===== config.mk =====
export PLATFORM = sky130hd
export DESIGN_NAME = telegram_dispatch_connection_flat
export DESIGN_NICKNAME = d
export VERILOG_FILES = /design/src/sv/tdc_pkg.sv /design/src/sv/tdc_req_if.sv /design/src/sv/tdc_rsp_if.sv /design/src/sv/telegram_dispatch_connection.sv /design/src/flat_wrapper.sv
export SDC_FILE = /design/constraint.sdc
export NUM_CORES = 1
export LEC_CHECK = 0
export ABC_AREA = 1
export BUFFER_PORTS_ARGS = -buffer_cell sky130_fd_sc_hd__buf_2
export CAP_MARGIN = 25
export CORE_UTILIZATION = 57
export CTS_CLUSTER_SIZE = 14
export DETAILED_ROUTE_END_ITERATION = 10
export PLACE_DENSITY = 0.82
export SKIP_CTS_REPAIR_TIMING = 1
export SYNTH_ARGS = -nofsm -noshare
export SYNTH_HDL_FRONTEND = slang
export SYNTH_SLANG_ARGS = --single-unit
export TNS_END_PERCENT = 30

===== constraint.sdc =====
create_clock -name i_clk -period 5.9 [get_ports i_clk]
set_clock_uncertainty 0.05 [all_clocks]
set_input_delay 0.885 -clock i_clk [delete_from_list [all_inputs] [get_ports i_clk]]
set_output_delay 0.885 -clock i_clk [all_outputs]
set_load 0.03 [all_outputs]

===== src/sv/tdc_pkg.sv =====
// Shared types and constants of the telegram dispatch connection block.
// Holds the request and result item structs, action and reply codes and
// the transport and command byte codes. No dependencies.
package tdc_pkg;

    typedef enum logic [3:0] {
        ACT_NONE        = 4'd0,
        ACT_SET_PA      = 4'd1,
        ACT_READ_PA     = 4'd2,
        ACT_MEM_WRITE   = 4'd3,
        ACT_MEM_READ    = 4'd4,
        ACT_RESTART     = 4'd5,
        ACT_READ_MASK   = 4'd6,
        ACT_CONNECT     = 4'd7,
        ACT_DISCONNECT  = 4'd8,
        ACT_PEER_ACK    = 4'd9,
        ACT_GROUP_WRITE = 4'd10,
        ACT_GROUP_READ  = 4'd11,
        ACT_CAPTURED    = 4'd12
    } t_action;

    typedef enum logic [1:0] {
        RPL_NONE = 2'd0,
        RPL_ACK  = 2'd1,
        RPL_NACK = 2'd2
    } t_reply;

    typedef enum logic [1:0] {
        REG_OWN_ADDR    = 2'd0,
        REG_PROG_MODE   = 2'd1,
        REG_TRANSPARENT = 2'd2
    } t_reg_idx;

    localparam logic [7:0] TPCI_MASK       = 8'hC3;
    localparam logic [7:0] TPCI_UDP        = 8'h00;
    localparam logic [7:0] TPCI_BCAST_READ = 8'h01;
    localparam logic [7:0] TPCI_NDP        = 8'h42;
    localparam logic [7:0] TPCI_NDP_CTRL   = 8'h43;
    localparam logic [7:0] TPCI_CONNECT    = 8'h80;
    localparam logic [7:0] TPCI_DISCONNECT = 8'h81;
    localparam logic [7:0] TPCI_ACK        = 8'hC2;
    localparam logic [7:0] TPCI_NAK        = 8'hC3;

    localparam logic [7:0] APCI_CLASS_MASK = 8'hC0;
    localparam logic [7:0] APCI_WRITE      = 8'h80;
    localparam logic [7:0] APCI_READ       = 8'h00;
    localparam logic [7:0] APCI_SET_PA     = 8'hC0;
    localparam logic [7:0] APCI_RESTART    = 8'h80;

    localparam logic [3:0] SEQ_START = 4'd1;

    typedef struct packed {
        logic        checksum_ok;
        logic [4:0]  byte_count;
        logic [15:0] source_address;
        logic [15:0] dest_address;
        logic        group_flag;
        logic [7:0]  tpci_byte;
        logic [7:0]  apci_byte;
    } t_req;

    typedef struct packed {
        t_action     action;
        t_reply      reply;
        logic        send_transport_ack;
        logic [3:0]  response_sequence;
        logic        link_connected;
        logic [15:0] peer_address;
    } t_rsp;

endpackage


===== src/sv/tdc_req_if.sv =====
// Request channel of the telegram dispatch connection block.
// Carries one received telegram header per request. Depends on tdc_pkg.
interface tdc_req_if;
    import tdc_pkg::*;

    logic valid;
    logic ready;
    t_req item;

    modport source (output valid, output item, input ready);
    modport sink (input valid, input item, output ready);
endinterface


===== src/sv/tdc_rsp_if.sv =====
// Result channel of the telegram dispatch connection block.
// Carries one dispatch decision per request. Depends on tdc_pkg.
interface tdc_rsp_if;
    import tdc_pkg::*;

    logic valid;
    logic ready;
    t_rsp item;

    modport source (output valid, output item, input ready);
    modport sink (input valid, input item, output ready);
endinterface


===== src/sv/telegram_dispatch_connection.sv =====
// Top level of the telegram dispatch connection block: input register,
// header decode, connection state and result register with APB registers.
// Depends on tdc_pkg, tdc_req_if and tdc_rsp_if.
//
//   Channel   Direction  Handshake            Contents
//   i_req     in         valid/ready          received telegram header
//   o_rsp     out        valid/ready          action, reply, link state
//   APB       in/out     psel/penable/pready  own address, mode bits
//
// A request passes through the input register and then the result register.
// One request is accepted per cycle unless the input register stalls.
// The input register stalls only while the result register holds a result
// that is not taken. Reset is synchronous and clears all control state.
module telegram_dispatch_connection (
    input  logic          i_clk,
    input  logic          i_rst_n,
    tdc_req_if.sink       i_req,
    tdc_rsp_if.source     o_rsp,
    input  logic          psel,
    input  logic          penable,
    input  logic          pwrite,
    input  logic [3:0]    paddr,
    input  logic [31:0]   pwdata,
    output logic [31:0]   prdata,
    output logic          pready
);
    import tdc_pkg::*;

    logic        r_in_valid;
    t_req        r_in;
    logic        r_out_valid;
    t_rsp        r_out;

    logic [15:0] r_own_address;
    logic        r_prog_mode;
    logic        r_transparent_mode;
    logic        r_connected;
    logic [15:0] r_partner_address;
    logic [3:0]  r_sequence_counter;
    logic [4:0]  r_captured_length;

    logic        n_prog_mode;
    logic        n_transparent_mode;
    logic        n_connected;
    logic [15:0] n_partner_address;
    logic [3:0]  n_sequence_counter;
    logic [4:0]  n_captured_length;
    t_rsp        n_out;

    logic        w_adv;
    logic        w_cfg_wr;
    t_reg_idx    w_reg_idx;
    logic [7:0]  w_tpci;
    logic [7:0]  w_apci;

    assign w_adv       = r_in_valid && (!r_out_valid || o_rsp.ready);
    assign i_req.ready = !r_in_valid || w_adv;
    assign o_rsp.valid = r_out_valid;
    assign o_rsp.item  = r_out;

    assign pready    = 1'b1;
    assign w_cfg_wr  = psel && penable && pwrite;
    assign w_reg_idx = t_reg_idx'(paddr[3:2]);

    always_comb begin
        unique case (w_reg_idx)
            REG_OWN_ADDR:    prdata = {16'd0, r_own_address};
            REG_PROG_MODE:   prdata = {31'd0, r_prog_mode};
            REG_TRANSPARENT: prdata = {19'd0, r_captured_length, 7'd0, r_transparent_mode};
            default:         prdata = 32'd0;
        endcase
    end

    assign w_tpci = r_in.tpci_byte & TPCI_MASK;
    assign w_apci = r_in.apci_byte;

    always_comb begin
        n_prog_mode        = r_prog_mode;
        n_transparent_mode = r_transparent_mode;
        n_connected        = r_connected;
        n_partner_address  = r_partner_address;
        n_sequence_counter = r_sequence_counter;
        n_captured_length  = r_captured_length;
        n_out              = '0;
        n_out.action       = ACT_NONE;
        n_out.reply        = RPL_NONE;

        if (!r_in.checksum_ok) begin
            if (r_in.byte_count > 5'd1) begin
                n_out.reply = RPL_NACK;
            end
        end else if (r_transparent_mode) begin
            n_captured_length = r_in.byte_count;
            n_out.action      = ACT_CAPTURED;
        end else if (r_in.dest_address == 16'd0) begin
            if (r_prog_mode) begin
                if (w_tpci == TPCI_UDP && w_apci == APCI_SET_PA) begin
                    n_out.action = ACT_SET_PA;
                end else if (w_tpci == TPCI_BCAST_READ && w_apci == APCI_READ) begin
                    n_out.action = ACT_READ_PA;
                    n_out.reply  = RPL_ACK;
                end
            end
        end else if (!r_in.group_flag) begin
            if (r_in.dest_address == r_own_address) begin
                unique case (w_tpci) inside
                    TPCI_NDP: begin
                        if ((w_apci & APCI_CLASS_MASK) == APCI_WRITE) begin
                            n_out.action             = ACT_MEM_WRITE;
                            n_out.reply              = RPL_ACK;
                            n_out.send_transport_ack = 1'b1;
                        end else if ((w_apci & APCI_CLASS_MASK) == APCI_READ) begin
                            n_out.action             = ACT_MEM_READ;
                            n_out.reply              = RPL_ACK;
                            n_out.send_transport_ack = 1'b1;
                            n_out.response_sequence  = r_sequence_counter;
                            n_sequence_counter       = r_sequence_counter + 4'd1;
                        end
                    end
                    TPCI_NDP_CTRL: begin
                        if (w_apci == APCI_RESTART) begin
                            n_out.action       = ACT_RESTART;
                            n_prog_mode        = 1'b0;
                            n_transparent_mode = 1'b0;
                            n_captured_length  = 5'd0;
                            n_connected        = 1'b0;
                            n_sequence_counter = SEQ_START;
                        end else if (w_apci == APCI_READ) begin
                            n_out.action             = ACT_READ_MASK;
                            n_out.reply              = RPL_ACK;
                            n_out.send_transport_ack = 1'b1;
                        end
                    end
                    TPCI_CONNECT: begin
                        if (!r_connected) begin
                            n_out.action       = ACT_CONNECT;
                            n_out.reply        = RPL_ACK;
                            n_connected        = 1'b1;
                            n_partner_address  = r_in.source_address;
                            n_sequence_counter = SEQ_START;
                        end
                    end
                    TPCI_DISCONNECT: begin
                        if (r_connected && r_partner_address == r_in.source_address) begin
                            n_out.action       = ACT_DISCONNECT;
                            n_connected        = 1'b0;
                            n_sequence_counter = SEQ_START;
                        end
                    end
                    TPCI_ACK, TPCI_NAK: begin
                        n_out.action = ACT_PEER_ACK;
                        n_out.reply  = RPL_ACK;
                    end
                    default: begin
                        n_out.action = ACT_NONE;
                    end
                endcase
            end
        end else begin
            if (w_tpci == TPCI_UDP) begin
                if ((w_apci & APCI_CLASS_MASK) == APCI_WRITE) begin
                    n_out.action = ACT_GROUP_WRITE;
                end else if (w_apci == APCI_READ) begin
                    n_out.action = ACT_GROUP_READ;
                end
            end
        end

        n_out.link_connected = n_connected;
        n_out.peer_address   = n_partner_address;
    end

    always_ff @(posedge i_clk) begin
        if (!i_rst_n) begin
            r_in_valid  <= 1'b0;
            r_out_valid <= 1'b0;
        end else begin
            if (i_req.ready) begin
                r_in_valid <= i_req.valid;
            end
            if (w_adv) begin
                r_out_valid <= 1'b1;
            end else if (o_rsp.ready) begin
                r_out_valid <= 1'b0;
            end
        end
    end

    always_ff @(posedge i_clk) begin
        if (i_req.valid && i_req.ready) begin
            r_in <= i_req.item;
        end
        if (w_adv) begin
            r_out <= n_out;
        end
    end

    always_ff @(posedge i_clk) begin
        if (!i_rst_n) begin
            r_own_address      <= 16'd0;
            r_prog_mode        <= 1'b0;
            r_transparent_mode <= 1'b0;
            r_connected        <= 1'b0;
            r_partner_address  <= 16'd0;
            r_sequence_counter <= SEQ_START;
            r_captured_length  <= 5'd0;
        end else if (w_adv) begin
            r_prog_mode        <= n_prog_mode;
            r_transparent_mode <= n_transparent_mode;
            r_connected        <= n_connected;
            r_partner_address  <= n_partner_address;
            r_sequence_counter <= n_sequence_counter;
            r_captured_length  <= n_captured_length;
        end else if (w_cfg_wr) begin
            unique case (w_reg_idx)
                REG_OWN_ADDR:    r_own_address      <= pwdata[15:0];
                REG_PROG_MODE:   r_prog_mode        <= pwdata[0];
                REG_TRANSPARENT: r_transparent_mode <= pwdata[0];
                default:         r_own_address      <= r_own_address;
            endcase
        end
    end

    a_seq_only_mem_read: assert property (@(posedge i_clk) disable iff (!i_rst_n)
        r_out_valid && r_out.action != ACT_MEM_READ |-> r_out.response_sequence == 4'd0)
        else $error("response sequence set on an action other than memory read");

    a_tack_needs_ack: assert property (@(posedge i_clk) disable iff (!i_rst_n)
        r_out_valid && r_out.send_transport_ack |-> r_out.reply == RPL_ACK)
        else $error("transport acknowledge without an immediate acknowledge");

    a_ack_has_action: assert property (@(posedge i_clk) disable iff (!i_rst_n)
        r_out_valid && r_out.reply == RPL_ACK |-> r_out.action != ACT_NONE)
        else $error("acknowledge given for a dropped telegram");

    a_seq_advance: assert property (@(posedge i_clk) disable iff (!i_rst_n)
        w_adv && n_out.action == ACT_MEM_READ
        |=> r_sequence_counter == $past(r_sequence_counter) + 4'd1)
        else $error("packet counter did not advance after a memory read");

    a_link_matches_state: assert property (@(posedge i_clk) disable iff (!i_rst_n)
        w_adv |=> r_out.link_connected == r_connected
                  && r_out.peer_address == r_partner_address)
        else $error("reported link state differs from the connection state");

endmodule


===== src/flat_wrapper.sv =====
// flat-port wrapper written by rule: the top's interface ports become plain ports
module telegram_dispatch_connection_flat import tdc_pkg::*;
  (i_clk, i_rst_n, psel, penable, pwrite, paddr, pwdata, prdata, pready, i_req_valid, i_req_item, i_req_ready, o_rsp_valid, o_rsp_item, o_rsp_ready);
  tdc_req_if i_req_i ();
  tdc_rsp_if o_rsp_i ();
  input  logic i_clk;
  input  logic i_rst_n;
  input  logic psel;
  input  logic penable;
  input  logic pwrite;
  input  logic [3:0] paddr;
  input  logic [31:0] pwdata;
  output logic [31:0] prdata;
  output logic pready;
  input wire logic [$bits(i_req_i.valid)-1:0] i_req_valid;
  input wire logic [$bits(i_req_i.item)-1:0] i_req_item;
  output wire logic [$bits(i_req_i.ready)-1:0] i_req_ready;
  output wire logic [$bits(o_rsp_i.valid)-1:0] o_rsp_valid;
  output wire logic [$bits(o_rsp_i.item)-1:0] o_rsp_item;
  input wire logic [$bits(o_rsp_i.ready)-1:0] o_rsp_ready;
  assign i_req_i.valid = i_req_valid;
  assign i_req_i.item = i_req_item;
  assign i_req_ready = i_req_i.ready;
  assign o_rsp_valid = o_rsp_i.valid;
  assign o_rsp_item = o_rsp_i.item;
  assign o_rsp_i.ready = o_rsp_ready;
  telegram_dispatch_connection u_core (.i_clk(i_clk), .i_rst_n(i_rst_n), .i_req(i_req_i), .o_rsp(o_rsp_i), .psel(psel), .penable(penable), .pwrite(pwrite), .paddr(paddr), .pwdata(pwdata), .prdata(prdata), .pready(pready));
endmodule

==> results.ini <==
[outcome]
outcome=finished clean

[floorplan]
floorplan.die_area_um2=10700
placeableCoreArea_um2=9860
initial_core_util_pct=59.2
design.portCount=161
die_y_um=103
fp-row-count=36
die_width_um=103

[clocking]
h_tree_levels=4
clkTransAtPathRegs_ns=0.06
tritoncts_clock_tree=built
ctsRootBufferMaster=clkbuf_8
number_of_clock_buffers_inserted_by_tritoncts=17
cts.sink_count=125
clock_path_buffers=2
worst_skew_pair.late_latency_ns=0.52

[critical_path]
crit_required_ns=4.97
critPathCaptureType=output pin
critical_path_peak_fanout=13
crit_type=in2out
worstSetupStartpointType=input port
cp.arrival_ns=2.12

[placed_design]
numPortBuffers=121
place_ws_ns=2.88
place.detailed.hpwl_mm=8.59
routabilityCongestion=0.845

[sta]
setup_repair_after_global_routing_missed_its_margin=no
max-slew-margin-rel_pct=42.1
final-max-slew-violation-count=0
final.setup.tns_ns=0
postLayoutSetupSlackWorst_ns=2.85
timing.final.setup_violations=0
worstMarginPinSlew_ns=0.866
min_period_over_period_pct=51.7
timing.final.crit_period_ns=3.05
max_freq_mhz=328
final_hold_vios=0

[finish]
number_of_inserted_diodes=0
drive_gt1_share_pct=26.5
final.fill_count=744
num-nets-final=864
areaGrowthSynthToFinish_pct=20.6
final_util_pct=71.3

[global_routing]
largest_net_degree_at_the_start_of_global_routing=63
grt_pass1_vias=4353
grt_pass1_wl_mm=19.5
gr-total-overflow=0
track_usage_pct=24.8
antenna_violations_before_repair=0

[routing]
drcViolationCount=0
drt_wl_total_mm=12.4
drtAntennaViolNets=0
route.vias.total=4662
drt-pass1-iter-count=5
routed_wire_length_per_instance_um=13.6
viasPerCell=5.12
drt_first_iter_violations=210

[yosys]
synth_seq_area_share_pct=56.4
netlist-cell-type-count=36
synth.largest_area_cell=edfxtp_1
async_reset_ff_share_pct=0
post_synth_main_area_contributors=edfxtp_1, dfxtp_1, nand2_1
synth_top_area_share_pct=40.6
count_of_flip_flops_with_a_built_in_enable_after_synthesis=79
synthesis.yosys.warnings=0
number_of_storage_elements_in_the_synthesis_netlist=125
mappedNetlistArea_um2=5840
ys_flop_type=edfxtp_1
synth_area_per_cell_um2=9.12
post_synth_inst_count=640

[worst_hold_path]
hold_class=reg2reg

[pwr]
ir_drop_mv=0.189
power-per-cell-area_nw_per_um2=308
p_leak_nw=3.21

[run]
max_cap_violations=0

-- routing by layer --
| layer | wire [um] | global-route usage [%] | vias to the layer above | part of all wire (%) |
|---|---|---|---|---|
| li1 | - | - | 2308 | - |
| met5 | 0 | 0 | - | 0 |
| met3 | 805 | 6.12 | 22 | 6.5 |
| met4 | 241 | 12.2 | 0 | 1.9 |
| met1 | 4970 | 29.2 | 2141 | 40 |
| met2 | 6360 | 42.6 | 191 | 51 |
-- synth_stat cells (2+ instances only) --
library cell	instances
buf_1	2
nand2_2	8
buf_4	17
nor2_4	2
a21oi_1	34
o211ai_1	2
a22o_1	3
inv_1	98
nand3_1	26
nor2_1	64
a21oi_2	14
nor4_1	2
nand4_1	9
nor2_2	6
xor2_1	13
clkbuf_1	9
nor3b_1	3
o21ai_0	38
inv_2	3
o21ai_2	16
edfxtp_1	79
conb_1	2
nand2_1	126
nor3_1	4
dfxtp_1	46
buf_6	4
-- worst max-delay path, cell delays in order --
cell and delay (ns):
buf_2 0.12, nor2_1 0.26, inv_1 0.29, o211ai_1 0.31
buf_2 0.25
-- registers in the layout, summed over array words and instances (netlist names), 4 cells and up --
name	count
u_core.o_rsp.item	28
u_core.r_captured_length	5
u_core.r_in	43
u_core.r_own_address	16
u_core.r_partner_address	16
u_core.r_sequence_counter	4
u_core.w_apci	8
-- area by class of cell --
cell class / instances / area [um^2] / share of cell area, %
Sequential cell: 125 / 3290 / 46.8
Multi-Input combinational cell: 397 / 2010 / 28.5
Timing Repair Buffer: 123 / 633 / 9.00
Clock buffer: 20 / 435 / 6.19
Inverter: 101 / 379 / 5.39
Tap cell: 133 / 166 / 2.36
Clock inverter: 12 / 123 / 1.74
-- report_power, final --
part	switching, mW	internal, mW
sequential	0.0249	0.977
clock	0.374	0.607
combinational	0.128	0.0597
-- through the flow --
stage / std cells / hold slack, ns / total power, mW / instance area, um^2
after floorplan: 655 / 0.391 / 1.15 / 5890
after global placement: 878 / 0.410 / 1.19 / 6460
after detailed placement: 879 / 0.420 / 1.21 / 6480
after CTS: 911 / 0.428 / 2.18 / 7040
after global routing: 911 / 0.450 / 2.24 / 7040
final: 911 / 0.426 / 2.17 / 7040
-- layout by cell type, fill, tap and decap left out, drive strengths merged --
master,count
a211oi,1
clkbuf,20
nand3,28
nor4,2
nor3b,3
clkinv,6
ha,1
nor2b,1
o211ai,3
a22oi,1
a22o,3
o21ai,55
clkinvlp,4
buf,123
conb,17
nand4,9
a31oi,1
nor3,4
dfxtp,46
nand2,134
nor2,72
inv,101
bufinv,2
xnor2,1
xor2,13
a21oi,48
edfxtp,79
-- cell families (layout without fill, tap and decap cells) --
family                   Yosys count  count (layout)  synth area share (%)
other                              2              17                 0.129
XOR/XNOR                          14              14                  2.10
adder cells (fa/ha/maj)            1               1                 0.214
flip-flops                       125             125                  56.4
AND/OR/NAND/NOR                  253             253                  18.9
AO/OA/AOI/OAI                    112             112                  12.0
buffers and inverters            133             256                  10.2
-- path summary, 6_finish.rpt --
kind                                                          startpoint                                       end  slack, ns  cells after the start
worst min register to register  u_core.r_captured_length[2]$_SDFFE_PN0P_  u_core.r_captured_length[2]$_SDFFE_PN0P_       0.43                      2
worst max register to register                 u_core.r_in[20]$_DFFE_PP_           u_core.o_rsp.item[12]$_DFFE_PP_       3.65                      8
worst min-delay path            u_core.r_captured_length[2]$_SDFFE_PN0P_  u_core.r_captured_length[2]$_SDFFE_PN0P_       0.43                      2
worst max-delay path                                            paddr[2]                                 prdata[0]       2.85                      5
Power figures use the tool's default switching activity.
